$ cat config.mk
export PLATFORM = sky130hd
export DESIGN_NAME = bounded_deque_with_value_delete
export DESIGN_NICKNAME = d
export VERILOG_FILES = /design/src/rtl/bdq_pkg.sv /design/src/rtl/bdq_ram.sv /design/src/rtl/bdq_ctrl.sv /design/src/rtl/bdq_dp.sv /design/src/rtl/bounded_deque_with_value_delete.sv
export VERILOG_INCLUDE_DIRS = /design/src /design/src/rtl
export SDC_FILE = /design/constraint.sdc
export NUM_CORES = 1
export LEC_CHECK = 0
export ABC_AREA = 1
export BUFFER_PORTS_ARGS = -buffer_cell sky130_fd_sc_hd__buf_2
export CELL_PAD_IN_SITES_DETAIL_PLACEMENT = 0
export CELL_PAD_IN_SITES_GLOBAL_PLACEMENT = 1
export CORE_MARGIN = 2
export CORE_UTILIZATION = 51
export DETAILED_ROUTE_END_ITERATION = 6
export HOLD_SLACK_MARGIN = 0.15
export PLACE_DENSITY = 0.85
export SYNTH_ARGS = -nofsm -noshare
export SYNTH_HDL_FRONTEND = slang
export SYNTH_SLANG_ARGS = --single-unit
$ cat constraint.sdc
create_clock -name clk -period 6.7 [get_ports clk]
set_input_delay 1.34 -clock clk [delete_from_list [all_inputs] [get_ports clk]]
set_output_delay 1.34 -clock clk [all_outputs]
set_load 0.1 [all_outputs]
$ cat src/rtl/bounded_deque_with_value_delete_macros.svh
// assertion macros shared by the deque modules
`ifndef BOUNDED_DEQUE_WITH_VALUE_DELETE_MACROS_SVH
`define BOUNDED_DEQUE_WITH_VALUE_DELETE_MACROS_SVH

`ifndef SYNTH
// checked outside reset
`define BDQ_ASSERT(lbl, prop, msg) \
	lbl: assert property (@(posedge clk) disable iff (!arst_n) prop) else $error(msg);
// checked at every edge, reset included
`define BDQ_ASSERT_ALWAYS(lbl, prop, msg) \
	lbl: assert property (@(posedge clk) prop) else $error(msg);
`else
`define BDQ_ASSERT(lbl, prop, msg)
`define BDQ_ASSERT_ALWAYS(lbl, prop, msg)
`endif

`endif

$ cat src/rtl/bdq_pkg.sv
// shared types, constants and helpers of the bounded deque
package bdq_pkg;

	// number of element slots
	localparam int CAPACITY = 16;
	localparam int IDX_W    = $clog2(CAPACITY);
	localparam int CNT_W    = $clog2(CAPACITY + 1);
	localparam int CMP_W    = (CNT_W > 5) ? CNT_W : 5;
	localparam int DATA_W   = 32;

	localparam logic [CNT_W-1:0] CAP_CNT = CNT_W'(CAPACITY);

	// request codes
	typedef enum logic [3:0] {
		MODE_PUSH_FRONT  = 4'd0,
		MODE_PUSH_BACK   = 4'd1,
		MODE_POP_FRONT   = 4'd2,
		MODE_POP_BACK    = 4'd3,
		MODE_DELETE      = 4'd4,
		MODE_CLEAR       = 4'd5,
		MODE_READ_ALL    = 4'd6,
		MODE_READ_FIRST  = 4'd7,
		MODE_READ_LAST   = 4'd8
	} mode_t;

	// result status codes
	typedef enum logic [1:0] {
		ST_OK       = 2'd0,
		ST_FULL     = 2'd1,
		ST_EMPTY    = 2'd2,
		ST_NOTFOUND = 2'd3
	} stat_t;

	// controller to datapath
	typedef struct packed {
		logic  take_req;
		logic  load_n;
		logic  walk_start;
		logic  walk_next;
		logic  del_step;
		logic  del_done;
		logic  push_front;
		logic  push_back;
		logic  pop_front;
		logic  pop_back;
		logic  clear;
		logic  set_stat;
		stat_t stat;
		logic  emit_item;
		logic  emit_stat;
	} cmd_t;

	// datapath to controller
	typedef struct packed {
		logic [3:0] mode;
		logic       full;
		logic       empty;
		logic       n_zero;
		logic       walk_last;
		logic       found;
		logic       out_free;
	} sts_t;

	// circular slot of a position counted from the front
	function automatic logic [IDX_W-1:0] slot_of(logic [IDX_W-1:0] front,
		logic [IDX_W-1:0] pos);
		logic [IDX_W:0] sum;
		sum = {1'b0, front} + {1'b0, pos};
		if (sum >= (IDX_W+1)'(CAPACITY)) begin
			sum = sum - (IDX_W+1)'(CAPACITY);
		end
		return sum[IDX_W-1:0];
	endfunction

endpackage

$ cat src/rtl/bdq_ram.sv
// generic single write, single read ram with registered read data
module bdq_ram #(
	parameter int WIDTH = 32,
	parameter int DEPTH = 16
) (
	input  logic                     clk,
	input  logic                     we,
	input  logic [$clog2(DEPTH)-1:0] waddr,
	input  logic [WIDTH-1:0]         wdata,
	input  logic                     re,
	input  logic [$clog2(DEPTH)-1:0] raddr,
	output logic [WIDTH-1:0]         rdata
);

	logic [WIDTH-1:0] mem_q [DEPTH];
	logic [WIDTH-1:0] rdata_q;

	// write port
	always_ff @(posedge clk) begin
		if (we) begin
			mem_q[waddr] <= wdata;
		end
	end

	// read port, data holds while not enabled
	always_ff @(posedge clk) begin
		if (re) begin
			rdata_q <= mem_q[raddr];
		end
	end

	assign rdata = rdata_q;

endmodule

$ cat src/rtl/bdq_ctrl.sv
// request sequencer of the bounded deque
`include "bounded_deque_with_value_delete_macros.svh"

module bdq_ctrl (
	input  logic          clk,
	input  logic          arst_n,
	input  logic          in_valid,
	output logic          in_stall,
	input  bdq_pkg::sts_t sts,
	output bdq_pkg::cmd_t cmd
);

	typedef enum logic [4:0] {
		S_IDLE = 5'b00001,
		S_EXEC = 5'b00010,
		S_DEL  = 5'b00100,
		S_RD   = 5'b01000,
		S_STAT = 5'b10000
	} state_t;

	state_t state_q, state_d;

	// requests are taken only between operations
	assign in_stall = (state_q != S_IDLE);

	// next state and commands
	always_comb begin
		cmd     = '0;
		cmd.stat = bdq_pkg::ST_OK;
		state_d = state_q;
		case (state_q)
			S_IDLE: begin
				if (in_valid) begin
					cmd.take_req = 1'b1;
					state_d      = S_EXEC;
				end
			end
			S_EXEC: begin
				state_d  = S_STAT;
				cmd.set_stat = 1'b1;
				case (sts.mode)
					bdq_pkg::MODE_PUSH_FRONT: begin
						if (sts.full) begin
							cmd.stat = bdq_pkg::ST_FULL;
						end else begin
							cmd.push_front = 1'b1;
						end
					end
					bdq_pkg::MODE_PUSH_BACK: begin
						if (sts.full) begin
							cmd.stat = bdq_pkg::ST_FULL;
						end else begin
							cmd.push_back = 1'b1;
						end
					end
					bdq_pkg::MODE_POP_FRONT: begin
						if (sts.empty) begin
							cmd.stat = bdq_pkg::ST_EMPTY;
						end else begin
							cmd.pop_front = 1'b1;
						end
					end
					bdq_pkg::MODE_POP_BACK: begin
						if (sts.empty) begin
							cmd.stat = bdq_pkg::ST_EMPTY;
						end else begin
							cmd.pop_back = 1'b1;
						end
					end
					bdq_pkg::MODE_DELETE: begin
						if (sts.empty) begin
							cmd.stat = bdq_pkg::ST_EMPTY;
						end else begin
							cmd.set_stat   = 1'b0;
							cmd.load_n     = 1'b1;
							cmd.walk_start = 1'b1;
							state_d        = S_DEL;
						end
					end
					bdq_pkg::MODE_CLEAR: begin
						cmd.clear = 1'b1;
					end
					bdq_pkg::MODE_READ_ALL,
					bdq_pkg::MODE_READ_FIRST,
					bdq_pkg::MODE_READ_LAST: begin
						if (sts.n_zero) begin
							cmd.stat = sts.empty ? bdq_pkg::ST_EMPTY : bdq_pkg::ST_OK;
						end else begin
							cmd.set_stat   = 1'b0;
							cmd.load_n     = 1'b1;
							cmd.walk_start = 1'b1;
							state_d        = S_RD;
						end
					end
					default: begin
						cmd.stat = bdq_pkg::ST_OK;
					end
				endcase
			end
			// one stored element per cycle, shifting down after the match
			S_DEL: begin
				cmd.del_step = 1'b1;
				if (sts.walk_last) begin
					cmd.del_done = 1'b1;
					cmd.set_stat = 1'b1;
					cmd.stat     = sts.found ? bdq_pkg::ST_OK : bdq_pkg::ST_NOTFOUND;
					state_d      = S_STAT;
				end else begin
					cmd.walk_next = 1'b1;
				end
			end
			// element read-out, paced by the output register
			S_RD: begin
				if (sts.out_free) begin
					cmd.emit_item = 1'b1;
					if (sts.walk_last) begin
						state_d = S_IDLE;
					end else begin
						cmd.walk_next = 1'b1;
					end
				end
			end
			S_STAT: begin
				if (sts.out_free) begin
					cmd.emit_stat = 1'b1;
					state_d       = S_IDLE;
				end
			end
			default: begin
				state_d = S_IDLE;
			end
		endcase
	end

	// state register
	always_ff @(posedge clk or negedge arst_n) begin
		if (!arst_n) begin
			state_q <= S_IDLE;
		end else begin
			state_q <= state_d;
		end
	end

	`BDQ_ASSERT(a_accept_exec, (in_valid && !in_stall) |=> (state_q == S_EXEC), "accepted request not executed")

endmodule

$ cat src/rtl/bdq_dp.sv
// element store, pointers, walk counter and output register of the deque
`include "bounded_deque_with_value_delete_macros.svh"

module bdq_dp (
	input  logic                clk,
	input  logic                arst_n,
	input  logic [3:0]          mode,
	input  logic signed [31:0]  operand_value,
	input  logic [4:0]          read_count,
	output logic                out_valid,
	input  logic                out_stall,
	output logic signed [31:0]  item_value,
	output logic                item_valid,
	output logic                last_item,
	output logic [1:0]          status,
	output logic [4:0]          occupancy,
	input  bdq_pkg::cmd_t       cmd,
	output bdq_pkg::sts_t       sts
);

	localparam int IDX_W = bdq_pkg::IDX_W;
	localparam int CNT_W = bdq_pkg::CNT_W;
	localparam int CMP_W = bdq_pkg::CMP_W;

	// request registers
	logic [3:0]                   mode_q;
	logic [bdq_pkg::DATA_W-1:0]   val_q;
	logic [4:0]                   rcnt_q;

	// deque state
	logic [IDX_W-1:0] front_q;
	logic [CNT_W-1:0] count_q;

	// walk state
	logic [IDX_W-1:0] i_q;
	logic [CNT_W-1:0] n_q;
	logic             found_q;
	logic [1:0]       stat_q;

	// output register
	logic                       ovalid_q;
	logic [bdq_pkg::DATA_W-1:0] ovalue_q;
	logic                       oitem_q;
	logic                       olast_q;
	logic [1:0]                 ostat_q;
	logic [CNT_W-1:0]           oocc_q;

	logic                       ram_we;
	logic [IDX_W-1:0]           ram_waddr;
	logic [bdq_pkg::DATA_W-1:0] ram_wdata;
	logic                       ram_re;
	logic [IDX_W-1:0]           ram_raddr;
	logic [bdq_pkg::DATA_W-1:0] ram_rdata;

	logic [IDX_W-1:0] front_dec;
	logic [IDX_W-1:0] front_inc;
	logic [CNT_W-1:0] n_next;
	logic [CNT_W-1:0] rd_idx;
	logic [CNT_W-1:0] rd_pos;
	logic             rev;
	logic             match;
	logic             out_free;

	// neighbor slots of the front
	assign front_dec = (front_q == '0) ? IDX_W'(bdq_pkg::CAPACITY - 1) : front_q - 1'b1;
	assign front_inc = (front_q == IDX_W'(bdq_pkg::CAPACITY - 1)) ? '0 : front_q + 1'b1;

	// number of elements a walk covers
	always_comb begin
		n_next = count_q;
		if ((mode_q == bdq_pkg::MODE_READ_FIRST || mode_q == bdq_pkg::MODE_READ_LAST) &&
			(CMP_W'(rcnt_q) < CMP_W'(count_q))) begin
			n_next = CNT_W'(rcnt_q);
		end
	end

	// read address: next position of the walk, tail first for last-n
	assign rev    = (mode_q == bdq_pkg::MODE_READ_LAST);
	assign rd_idx = cmd.walk_start ? '0 : CNT_W'(i_q) + 1'b1;
	assign rd_pos = rev ? (count_q - 1'b1 - rd_idx) : rd_idx;
	assign ram_re    = cmd.walk_start | cmd.walk_next;
	assign ram_raddr = bdq_pkg::slot_of(front_q, rd_pos[IDX_W-1:0]);

	// write address: pushes and the shift-down after a deleted match
	always_comb begin
		ram_we    = 1'b0;
		ram_waddr = bdq_pkg::slot_of(front_q, i_q - 1'b1);
		ram_wdata = ram_rdata;
		if (cmd.push_front) begin
			ram_we    = 1'b1;
			ram_waddr = front_dec;
			ram_wdata = val_q;
		end else if (cmd.push_back) begin
			ram_we    = 1'b1;
			ram_waddr = bdq_pkg::slot_of(front_q, count_q[IDX_W-1:0]);
			ram_wdata = val_q;
		end else if (cmd.del_step && found_q) begin
			ram_we = 1'b1;
		end
	end

	assign match    = !found_q && (ram_rdata == val_q);
	assign out_free = !ovalid_q || !out_stall;

	// status to the controller
	always_comb begin
		sts.mode      = mode_q;
		sts.full      = (count_q == bdq_pkg::CAP_CNT);
		sts.empty     = (count_q == '0);
		sts.n_zero    = (n_next == '0);
		sts.walk_last = ((CNT_W'(i_q) + 1'b1) == n_q);
		sts.found     = found_q | match;
		sts.out_free  = out_free;
	end

	bdq_ram #(
		.WIDTH (bdq_pkg::DATA_W),
		.DEPTH (bdq_pkg::CAPACITY)
	) u_ram (
		.clk   (clk),
		.we    (ram_we),
		.waddr (ram_waddr),
		.wdata (ram_wdata),
		.re    (ram_re),
		.raddr (ram_raddr),
		.rdata (ram_rdata)
	);

	// pointers, walk counter and output valid
	always_ff @(posedge clk or negedge arst_n) begin
		if (!arst_n) begin
			front_q  <= '0;
			count_q  <= '0;
			i_q      <= '0;
			n_q      <= '0;
			found_q  <= 1'b0;
			ovalid_q <= 1'b0;
		end else begin
			if (cmd.push_front) begin
				front_q <= front_dec;
				count_q <= count_q + 1'b1;
			end
			if (cmd.push_back) begin
				count_q <= count_q + 1'b1;
			end
			if (cmd.pop_front) begin
				front_q <= front_inc;
				count_q <= count_q - 1'b1;
			end
			if (cmd.pop_back) begin
				count_q <= count_q - 1'b1;
			end
			if (cmd.clear) begin
				front_q <= '0;
				count_q <= '0;
			end
			if (cmd.del_done && (found_q || match)) begin
				count_q <= count_q - 1'b1;
			end
			if (cmd.load_n) begin
				n_q <= n_next;
			end
			if (cmd.walk_start) begin
				i_q     <= '0;
				found_q <= 1'b0;
			end else if (cmd.walk_next) begin
				i_q <= i_q + 1'b1;
			end
			if (cmd.del_step && match) begin
				found_q <= 1'b1;
			end
			if (cmd.emit_item || cmd.emit_stat) begin
				ovalid_q <= 1'b1;
			end else if (!out_stall) begin
				ovalid_q <= 1'b0;
			end
		end
	end

	// request and result payload
	always_ff @(posedge clk) begin
		if (cmd.take_req) begin
			mode_q <= mode;
			val_q  <= operand_value;
			rcnt_q <= read_count;
		end
		if (cmd.set_stat) begin
			stat_q <= cmd.stat;
		end
		if (cmd.emit_item) begin
			ovalue_q <= ram_rdata;
			oitem_q  <= 1'b1;
			olast_q  <= sts.walk_last;
			ostat_q  <= bdq_pkg::ST_OK;
			oocc_q   <= count_q;
		end else if (cmd.emit_stat) begin
			ovalue_q <= '0;
			oitem_q  <= 1'b0;
			olast_q  <= 1'b1;
			ostat_q  <= stat_q;
			oocc_q   <= count_q;
		end
	end

	assign out_valid  = ovalid_q;
	assign item_value = ovalue_q;
	assign item_valid = oitem_q;
	assign last_item  = olast_q;
	assign status     = ostat_q;
	assign occupancy  = 5'(oocc_q);

	`BDQ_ASSERT_ALWAYS(a_count_bound, !arst_n || (count_q <= bdq_pkg::CAP_CNT), "count high")
	`BDQ_ASSERT(a_emit_free, (cmd.emit_item || cmd.emit_stat) |-> out_free, "result overwrites pending transfer")
	`BDQ_ASSERT(a_shift_pos, (cmd.del_step && found_q) |-> (i_q != '0), "shift writes before the front")

endmodule

$ cat src/rtl/bounded_deque_with_value_delete.sv
// top level of the bounded double-ended queue with delete by value
// Bounded deque of 32-bit signed words in a 16-entry circular ram. One request is
// taken at a time: a transfer on the input channel is followed by the execute state,
// and the block takes the next request once the last result of this one sits in the
// output register. Push, pop and clear pass from the execute state to the status
// state, which loads their status result. Delete by value walks the stored elements
// through the single ram read port, one per cycle, shifting later elements down
// behind the match. A read-out emits one element per cycle while the output side
// does not stall. The element ram is not cleared at reset; only occupied slots are
// ever read.
module bounded_deque_with_value_delete (
	input  logic               clk,
	input  logic               arst_n,
	input  logic               in_valid,
	output logic               in_stall,
	input  logic [3:0]         mode,
	input  logic signed [31:0] operand_value,
	input  logic [4:0]         read_count,
	output logic               out_valid,
	input  logic               out_stall,
	output logic signed [31:0] item_value,
	output logic               item_valid,
	output logic               last_item,
	output logic [1:0]         status,
	output logic [4:0]         occupancy
);

	bdq_pkg::cmd_t cmd;
	bdq_pkg::sts_t sts;

	bdq_ctrl u_ctrl (
		.clk      (clk),
		.arst_n   (arst_n),
		.in_valid (in_valid),
		.in_stall (in_stall),
		.sts      (sts),
		.cmd      (cmd)
	);

	bdq_dp u_dp (
		.clk           (clk),
		.arst_n        (arst_n),
		.mode          (mode),
		.operand_value (operand_value),
		.read_count    (read_count),
		.out_valid     (out_valid),
		.out_stall     (out_stall),
		.item_value    (item_value),
		.item_valid    (item_valid),
		.last_item     (last_item),
		.status        (status),
		.occupancy     (occupancy),
		.cmd           (cmd),
		.sts           (sts)
	);

endmodule
# Word level (Yosys, flattened, before mapping)
# Memories as Yosys holds them, arrays and structs flattened. A register that Yosys moved wholly into a read port is not among the register bits.
# Index checks and enable logic that the tools add are counted.
# op_classes
n_addsub	14
n_lt_le_gt_ge	4
n_eq_ne	24
mux	79
bitwise	2
n_reduce_logical	25
# ops
cell	count
32-bit two-way mux	4
5-bit two-way mux	17
4-bit two-way mux	14
32-bit == test	1
1-bit two-way mux	29
5-bit one-hot mux with 5 select lines	1
4-bit by 1-bit subtractor with 4-bit output (second input constant)	5
4-bit by 3-bit == test with 1-bit output (second input constant)	4
4-bit by 4-bit adder with 5-bit output	3
5-bit greater-or-equal comparator (second input constant)	3
2-bit two-way mux	7
5-bit == test (second input constant)	2
5-bit zero test	2
5-bit one-hot mux with 2 select lines	1
4-bit by 1-bit adder with 4-bit output (second input constant)	2
4-bit by 2-bit == test with 1-bit output (second input constant)	2
4-bit == test (second input constant)	2
4-bit zero test	2
2-bit by 1-bit != test with 1-bit output (second input constant)	3
2-bit != test (second input constant)	3
2-bit one-hot mux with 3 select lines	1
3-bit one-hot mux with 2 select lines	1
2-bit nonzero test	3
6-bit nonzero test	1
23 further kinds	35
# totals
regBits	109
ram_bits	512
input_bits	45
out_inout_bits	43
elab_cells	165
memories	1
# memory_table
name	words	width	rd	rd_clocked_by_memory_dff	write_ports	line_no	source
u_dp.u_ram.mem_q	16	32	1	1	1	bdq_ram.sv:15	logic [WIDTH-1:0] mem_q [DEPTH];

# Longest topological paths before layout
# Gate-level depths: netlist of the first run.
# depth
ltp_word	14
mapped_depth	29
mapped_depth_nobuf	27

# Cells and area by module
# A second synthesis of the first run with hierarchy kept.
# hier_totals
hier_cells	2793
area_unflattened_um2	29251.8
# by_module_without_submodules
module	n_inst	cells_each	area_each_um2	seq_area_each_um2
bdq_ram	1	2120	23064.6	16335.7
bdq_dp	1	588	5639.2	2992.9
bdq_ctrl	1	85	548.0	126.4

# Worst setup path after synthesis of the first run
# OpenSTA, ideal clock, no wires.
# synth_path
kind	register -> register
startpoint	register u_dp.count_q[2]
endpoint	register u_dp.u_ram.rdata_q[0], in the netlist u_dp.u_ram.rdata[0] (read register of u_dp.u_ram.mem_q), data pin
setup_time_ps	252
arrival_ps	4468
t_required_ps	6448
slack_ps	1980
path_stages_with_launch	25
path_buffers	4
synth_period_minus_slack_ps	4720
path_cell_list	dfrtp_1 buf_2 inv_2 ha_1 nand2_1 nand2_1 a21oi_2 nand3_4 o21ai_2 nand2_1 o21bai_4 nand2_2 nor2_1 ha_1 fa_1 nand2_1 o21ai_0 fa_1 xor2_1 clkbuf_1 clkbuf_1 clkbuf_1 o21ai_0 nand2_1 nand2_1
# synth_via
elab_chain_cells	13
word_cells_on_any_way	18
cone_classes	add/sub (4); order compare (2); mux (8); bitwise (1); reduce/logical (3)
# synth_rtl
item	line_no	source
from (decl)	bdq_dp.sv:32	logic [CNT_W-1:0] count_q;
from (signal assigned)	bdq_dp.sv:141	count_q <= count_q + 1'b1;
from (signal assigned)	bdq_dp.sv:144	count_q <= count_q + 1'b1;
from (signal assigned)	bdq_dp.sv:148	count_q <= count_q - 1'b1;
5-bit < comparator	bdq_dp.sv:72	(CMP_W'(rcnt_q) < CMP_W'(count_q))) begin
1-bit logical AND	bdq_dp.sv:71	if ((mode_q == bdq_pkg::MODE_READ_FIRST || mode_q == bdq_pkg::MODE_READ_LAST) &&
5-bit two-way mux	bdq_dp.sv:71	
5-bit zero test	bdq_dp.sv:110	sts.n_zero = (n_next == '0);
2-bit two-way mux	bdq_ctrl.sv:86	if (sts.n_zero) begin
2-bit one-hot mux with 2 select lines *	bdq_ctrl.sv:41	case (sts.mode)
2-bit two-way mux *	bdq_ctrl.sv:31	case (state_q)
4-bit two-way mux *	bdq_dp.sv:79	assign rd_idx = cmd.walk_start ? '0 : CNT_W'(i_q) + 1'b1;
named net u_dp.rd_idx[0]	bdq_dp.sv:58	logic [CNT_W-1:0] rd_idx;
4-bit subtractor	bdq_dp.sv:80	assign rd_pos = rev ? (count_q - 1'b1 - rd_idx) : rd_idx;
4-bit two-way mux *	bdq_dp.sv:80	
4-bit by 4-bit adder with 5-bit output *	bdq_pkg.sv:68	sum = {1'b0, front} + {1'b0, pos};
4-bit by 1-bit subtractor with 4-bit output or 5-bit greater-or-equal comparator (tied branches)	bdq_pkg.sv:70, bdq_pkg.sv:69	
4-bit two-way mux *	bdq_pkg.sv:69	if (sum >= (IDX_W+1)'(CAPACITY)) begin
to (decl)	bdq_ram.sv:16	logic [WIDTH-1:0] rdata_q;
# The timed path passes the listed nets; every way through them passes the cells marked *.
# A chain may end at the register's enable or synchronous reset.

# Worst setup path in the final report of the first run
# layout_path
startpoint	register u_dp.count_q[2]
endpoint	register u_dp.u_ram.rdata_q[24], in the netlist u_dp.u_ram.rdata[24] (read register of u_dp.u_ram.mem_q), data pin
# The elaborated chain is that of the path after synthesis.

==> key figures, run 1 <==
Outcome
  • Status: completed

Setup path
  • CP peak stage delay: around 0.54 ns
  • Crit-path most repeated cell: nand2_1
  • CP Class: reg2reg
  • Crit Path Max Fanout: 63
  • Required time of the critical path: 7.20 ns
  • CP cell instances: inv_2 > ha_1 > nand2_1 > nand2_1 > a21oi_2 > nand3_4 > o21ai_2 > nand2_1 > o21bai_4 > nand2_2 > nor2_1 > ha_1 > fa_1 > nand2_1 > o21ai_0 > fa_2 > inv_4 > buf_4 > a21oi_1 > a32o_1 > o21ai_0 > nand2_1 > nand2_1
  • Worst Path Arrival: 6.21 ns
  • Crit end category: flip-flop
  • Crit path launch type: flip-flop
  • CP max-delay cell: inv_4
  • WP buf/inv: 3
  • CP delay by family, top: adder cells

Global routing
  • Vias in the first global route: 17,570
  • Overflow after GRT: 0
  • Total Routing Usage GR: 23.56%
  • Initial antenna violation count: 0
  • First-pass GRT wire length: 100,100 µm
  • Largest net degree at the start of global routing: 105

CTS
  • TritonCTS buffer count: 61
  • Post-CTS Hold Buffers: 0
  • CTS resizes: 0
  • Clock Sink Count: 653
  • CTS tree: done
  • Max Buffers Root-to-Sink: 3
  • Clock latency on the worst-skew pair: about 0.64 ns
  • # H-tree levels: 2
  • Clk root buf: clkbuf_16
  • Postcts setup bufs: 0
  • Reg clk slew, reported paths: ~0.06 ns

Yosys
  • Share of the synthesized area in the top cell type: 69.18%
  • Synth Area in Adders: between 1 and 1.5%
  • Seq/Total Area, Yosys: 71.71%
  • Ys flop type: edfxtp_1
  • Yosys warning total: 0
  • Async set or reset register ratio after synthesis: 3.828%
  • Number of synthesized flops with an enable pin: around 630
  • XOR/XNOR Fraction of Synth Area: 1.190%
  • Mapped Avg Cell Area: 12.12 µm²
  • Synth area leaders: edfxtp_1, nand2_1, o21ai_0
  • Netlist Area Pre-Place: roughly 0.027 mm²
  • Yosys cell types: 43
  • Yosys reg bits: about 650
  • Largest family of logic cells by synthesized area: simple AND/OR/NAND/NOR gates
  • Post-synthesis simple-gate area fraction: 12.39%
  • Multiplexer area fraction after synthesis: 0%
  • Synth Instances: 2,238
  • Synth area leader: edfxtp_1
  • Synth Area in Compound Gates: 10.39%
  • Syn_nets: 2,306

Job
  • Max-Cap Viols: 0

Die
  • Die Y: 234.6 µm
  • Ports: 88
  • Num rows: between 80 and 90
  • Initial core utilization: 51.62%
  • DIE AREA: 0.05505 mm²
  • Die span in x: 234.6 µm
  • Core area: 0.05255 mm²

Routing
  • Iter 0 DRT Violations: 2,161
  • DR vias/cell: 5.822
  • DRT Pass-1 Iters: 5
  • WL final: 65,830 µm
  • ANT nets after route: 0
  • Routed len/inst: 21.40 µm
  • DRC: 0
  • Routed vias: ~18,000

STA
  • Slew HR: 24.93%
  • Unrepaired setup endpoints after global routing: no
  • Final Max Tran Viols: 0
  • Fin crit period: 5.709 ns
  • Fin. Hold Viols: 0
  • Finish-stage setup viols: 0
  • Fin Setup TNS: 0 ns
  • Slew @ Worst Pin: 1.122 ns
  • Clock Skews: 0.01130 ns
  • Crit share post-route: a little under nine tenths
  • Peak Freq: 0.1751 GHz

Layout
  • Area delta synth->final: 13.27%
  • Layout net count: around 2,400
  • Cell area after layout: 0.03073 mm²
  • Diode count: 0
  • Share of layout cells above drive strength 1: 12.69%
  • Filler cells: 4,127

Placed design
  • Placement-stage cell area: 0.02869 mm²
  • Post-DP HPWL: between 30,000 and 40,000 µm
  • # port buffers: 87
  • RD Place Congestion: 0.8450

Hold path
  • Min-delay worst type: reg2reg
[tightest hold or removal path: cells and delay by family (launching register included)]
family           cells  cell delay (ns)
and+or+nand+nor      2             0.11
DFF                  1             0.31
[state kept, by name, summed over array words and instances (netlist names)]
name	cells
u_dp.u_ram.mem_q	512
u_dp.item_value	32
u_dp.u_ram.rdata	32
u_dp.val_q	32
u_ctrl.state_q	5
u_dp.count_q	5
u_dp.n_q	5
u_dp.occupancy	5
u_dp.rcnt_q	5
u_dp.front_q	4
u_dp.i_q	4
u_dp.mode_q	4
u_dp.stat_q	2
u_dp.status	2
u_dp.found_q	1
u_dp.item_valid	1
u_dp.last_item	1
u_dp.out_valid	1
[layout by cell type, fill, tap and decap left out, drive strengths merged]
master	count
o21ai	261
fa	3
buf	157
clkinvlp	1
o22ai	70
nand4	9
dfstp	1
inv	104
bufinv	9
xnor2	18
clkinv	28
ha	20
a21oi	76
nand2	491
nor2	217
o21bai	1
nor3	8
o211ai	1
or2	17
nor4	5
clkbuf	75
dfrtp	24
a21boi	1
xor2	18
a32o	64
dfxtp	3
nand3	79
a31oi	2
edfxtp	625
[final timing paths]
check                                  endpoint  slack [ns]             from  cells past startpoint
hold / removal                  u_dp.item_valid        0.46  u_dp.item_valid                      2
min in group asynchronous           u_dp.n_q[4]        0.74           arst_n                      1
setup / recovery           u_dp.u_ram.rdata[24]        0.99  u_dp.count_q[2]                     23
setup reg to reg           u_dp.u_ram.rdata[24]        0.99  u_dp.count_q[2]                     23
max in group asynchronous        u_dp.out_valid        5.51           arst_n                      1
hold reg to reg                 u_dp.item_valid        0.46  u_dp.item_valid                      2
[cell usage after synthesis (7+ instances only)]
cell	n
edfxtp_1	625
nand2_1	487
o21ai_0	256
nor2_1	213
clkbuf_1	105
inv_1	100
nand3_1	76
a21oi_1	75
o22ai_1	70
a32o_1	64
dfrtp_1	24
ha_1	20
xor2_1	18
or2_2	17
xnor2_1	17
nand4_1	8
nor3_1	8
buf_1	7
[layout make-up]
type	instances	area (µm²)	share of cell area [%]
clock buffers	75	1600	5.208
clock inverters	38	434.2	1.413
inverters	104	397.9	1.295
multi-input cells	1361	6982	22.72
flip-flops and latches	653	19450	63.31
well taps	688	860.8	2.801
repair buffers	157	998.5	3.249
[metrics by stage]
step	hold WS, ns	utilization, %	cells	worst slack (ns)
global placement	0.4401	54.60	2963	1.175
CTS	0.4641	58.47	3076	0.9531
detailed placement	0.4548	54.60	2963	0.9957
global route	0.4877	58.47	3076	0.5382
floorplan	0.4196	-	2238	1.980
finish	0.4555	58.47	3076	0.9905
[logic make-up (layout without fill, tap and decap cells)]
family / count (synthesis) / after routing
fa+ha+maj: 23 / 23
simple gates: 826 / 826
compound gates: 476 / 476
flops: 653 / 653
buf+inv: 224 / 374
xor+xnor: 36 / 36
[layer usage]
metal	wire length [µm]	global-route usage, %	vias up
met2	33000	40.24	775
li1	-	-	8217
met5	0	0	-
met4	1876	9.053	0
met3	5223	3.654	126
met1	25720	30.46	8792
Power of run 1 is left out: the tool's default activity adds up to more than one toggle a clock period on the data nets, which glitch-free logic cannot reach.
==> run 2: changes to the inputs <==
- CORE_UTILIZATION: 51 -> 48
- PLACE_DENSITY: 0.85 -> 0.81
==> run 2 against run 1 <==
Net effect:
- global-route usage shrank 0.83 points
- critical path depth grew 1
- via count shrank 0.97%
- register-to-register slack gained 0.12 ns
- non-clock buffer count shrank 2
- clock skew grew 0.0033 ns
- clock-buffer cell count grew 7
- critical path type unchanged
- design area grew 1.1%
- largest cell class unchanged
==> key figures, run 2 (same netlist as run 1, synthesis figures left out) <==
Outcome
  • Status: completed

Setup path
  • Crit Path Max Fanout: 55 (-13%)
  • CP Class: reg2reg
  • Worst Path Arrival: 6.05 ns (-0.16 ns)
  • Crit end category: flip-flop
  • Required time of the critical path: 7.16 ns (-0.04 ns)
  • Crit path launch type: flip-flop

CTS
  • # H-tree levels: 3 (+1)
  • CTS tree: done
  • Clk root buf: clkbuf_16
  • Clock Sink Count: 653 (unchanged)
  • Post-CTS Hold Buffers: 0 (unchanged)
  • Postcts setup bufs: 0 (unchanged)
  • Reg clk slew, reported paths: 0.06 ns (about the same)
  • Max Buffers Root-to-Sink: 3 (unchanged)
  • CTS resizes: 0 (unchanged)
  • Clock latency on the worst-skew pair: 0.60 ns (-0.04 ns)
  • TritonCTS buffer count: 69 (+13%)

Routing
  • DR vias/cell: 5.624 (-3.4%)
  • DR WL met3: 4279 µm (-18%)
  • DRC: 0 (unchanged)
  • Iter 0 DRT Violations: 1,906 (-12%)
  • WL final: 66,770 µm (+1.4%)
  • Routed vias: 17,740 (-0.97%)
  • Top sig layer: met4
  • Routed len/inst: 21.17 µm (-1.1%)
  • Routed met2 length: 32,370 µm (-1.9%)
  • DRT Pass-1 Iters: 5 (unchanged)
  • Met1 wire length: 28,300 µm (+10%)
  • ANT nets after route: 0 (unchanged)

Die
  • Ports: 88 (unchanged)
  • Num rows: 87 (+3.6%)
  • Die Y: 241.7 µm (+3.0%)
  • Die span in x: 241.7 µm (+3.0%)
  • Initial core utilization: 48.30% (-3.3 points)
  • Core area: 0.05617 mm² (+6.9%)
  • DIE AREA: 0.05844 mm² (+6.1%)

Placed design
  • # port buffers: 87 (unchanged)
  • Post-DP HPWL: 36,780 µm (-1.6%)
  • RD Place Congestion: 0.8656 (+2.4%)

STA
  • Final Max Tran Viols: 0 (unchanged)
  • Fin Setup TNS: 0 ns (unchanged)
  • Crit share post-route: 83.39% (-1.8 points)
  • Fin. Hold Viols: 0 (unchanged)
  • Clock Skews: 0.01458 ns (+0.003283 ns)
  • Peak Freq: 0.1790 GHz (+2.2%)
  • Fin crit period: 5.587 ns (-0.1227 ns)
  • Slew HR: 19.19% (-5.7 points)
  • Finish-stage setup viols: 0 (unchanged)
  • Slew @ Worst Pin: 1.212 ns (+0.09015 ns)
  • Unrepaired setup endpoints after global routing: no

Layout
  • Layout net count: 2,412 (+0.25%)
  • Filler cells: 4,540 (+10%)
  • Max reg flops: 512 (unchanged)
  • Register Area: 0.01945 mm² (unchanged)
  • Share of layout cells above drive strength 1: 13.05% (+0.36 points)
  • Commonest non-fill, non-tap cells in the layout: edfxtp_1, nand2_1, o21ai_0, nor2_1, inv_1
  • Area delta synth->final: 14.47%
  • Reg with most FFs: u_dp.u_ram.mem_q
  • Diode count: 0 (unchanged)
  • Core Util, Final: 55.29% (-3.2 points)
  • Multi-input logic area: 0.006984 mm² (about the same)
  • Commonest non-fill, non-tap cell in the layout: edfxtp_1

Global routing
  • Overflow after GRT: 0 (unchanged)
  • Vias in the first global route: 17,480 (-0.52%)
  • Initial antenna violation count: 0 (unchanged)
  • Total Routing Usage GR: 22.73% (-0.83 points)
  • First-pass GRT wire length: 102,000 µm (+1.9%)
  • Largest net degree at the start of global routing: 257 (+140%)

Job
  • Max-Cap Viols: 0 (unchanged)

Hold path
  • Min-delay worst type: reg2reg
[run 2: cell types whose count changed in the layout (fill, tap and decap cells not counted), sizes merged]
cell,change
bufinv,-2
buf,-2
clkinv,+2
clkinvlp,+2
inv,+3
clkbuf,+7
[run 2: through the flow]
stage,setup slack (ns),cell area [µm²],instances,hold slack (ns)
final,1.113,31050,3154,0.4500
after global routing,0.6969,31050,3154,0.4910
after CTS,1.128,31050,3154,0.4557
after detailed placement,1.177,28800,3029,0.4452
after global placement,1.332,28800,3029,0.4450
after floorplan,1.980,27130,2238,0.4196
[run 2: final timing paths]
| check | startpoint | to | slack [ns] | depth (start not counted) |
|---|---|---|---|---|
| min in group asynchronous | arst_n | u_dp.n_q[3] | 0.76 | 1 |
| max in group asynchronous | arst_n | u_dp.i_q[2] | 5.52 | 1 |
| worst min register to register | u_dp.item_valid | u_dp.item_valid | 0.45 | 2 |
| worst min-delay path | u_dp.item_valid | u_dp.item_valid | 0.45 | 2 |
| worst max-delay path | u_dp.count_q[2] | u_dp.u_ram.rdata[27] | 1.11 | 24 |
| worst max register to register | u_dp.count_q[2] | u_dp.u_ram.rdata[27] | 1.11 | 24 |
[run 2: cell type report]
type / count / share of cell area, %
clock buffer: 82 / 5.955
timing repair buffer: 155 / 3.288
tap: 756 / 3.046
sequential: 653 / 62.65
inverter: 104 / 1.281
clock inverter: 43 / 1.293
multi-input combinational: 1361 / 22.49
[run 2: worst max-delay path: stages, from the launching register on]
cell and delay, ns:
dfrtp_1 0.48, inv_2 0.10, ha_1 0.34, nand2_1 0.08, nand2_1 0.07, a21oi_2 0.26, nand3_4 0.14, o21ai_2 0.14
nand2_1 0.11, o21bai_4 0.26, nand2_2 0.16, nor2_1 0.20, ha_1 0.23, fa_1 0.42, nand2_1 0.07, o21ai_0 0.13
fa_2 0.48, inv_4 0.52, buf_4 0.45, o21ai_0 0.19, o22ai_1 0.18, nand2_1 0.06, o21ai_0 0.10, nand3_1 0.10
nand2_1 0.10
[run 2: per-layer routing]
layer	vias to the layer above	global-route usage [%]
met2	640	38.02
met3	119	3.374
li1	8244	-
met1	8734	30.43
met4	0	8.170
met5	-	0
Power of run 2 is left out for the same reason.
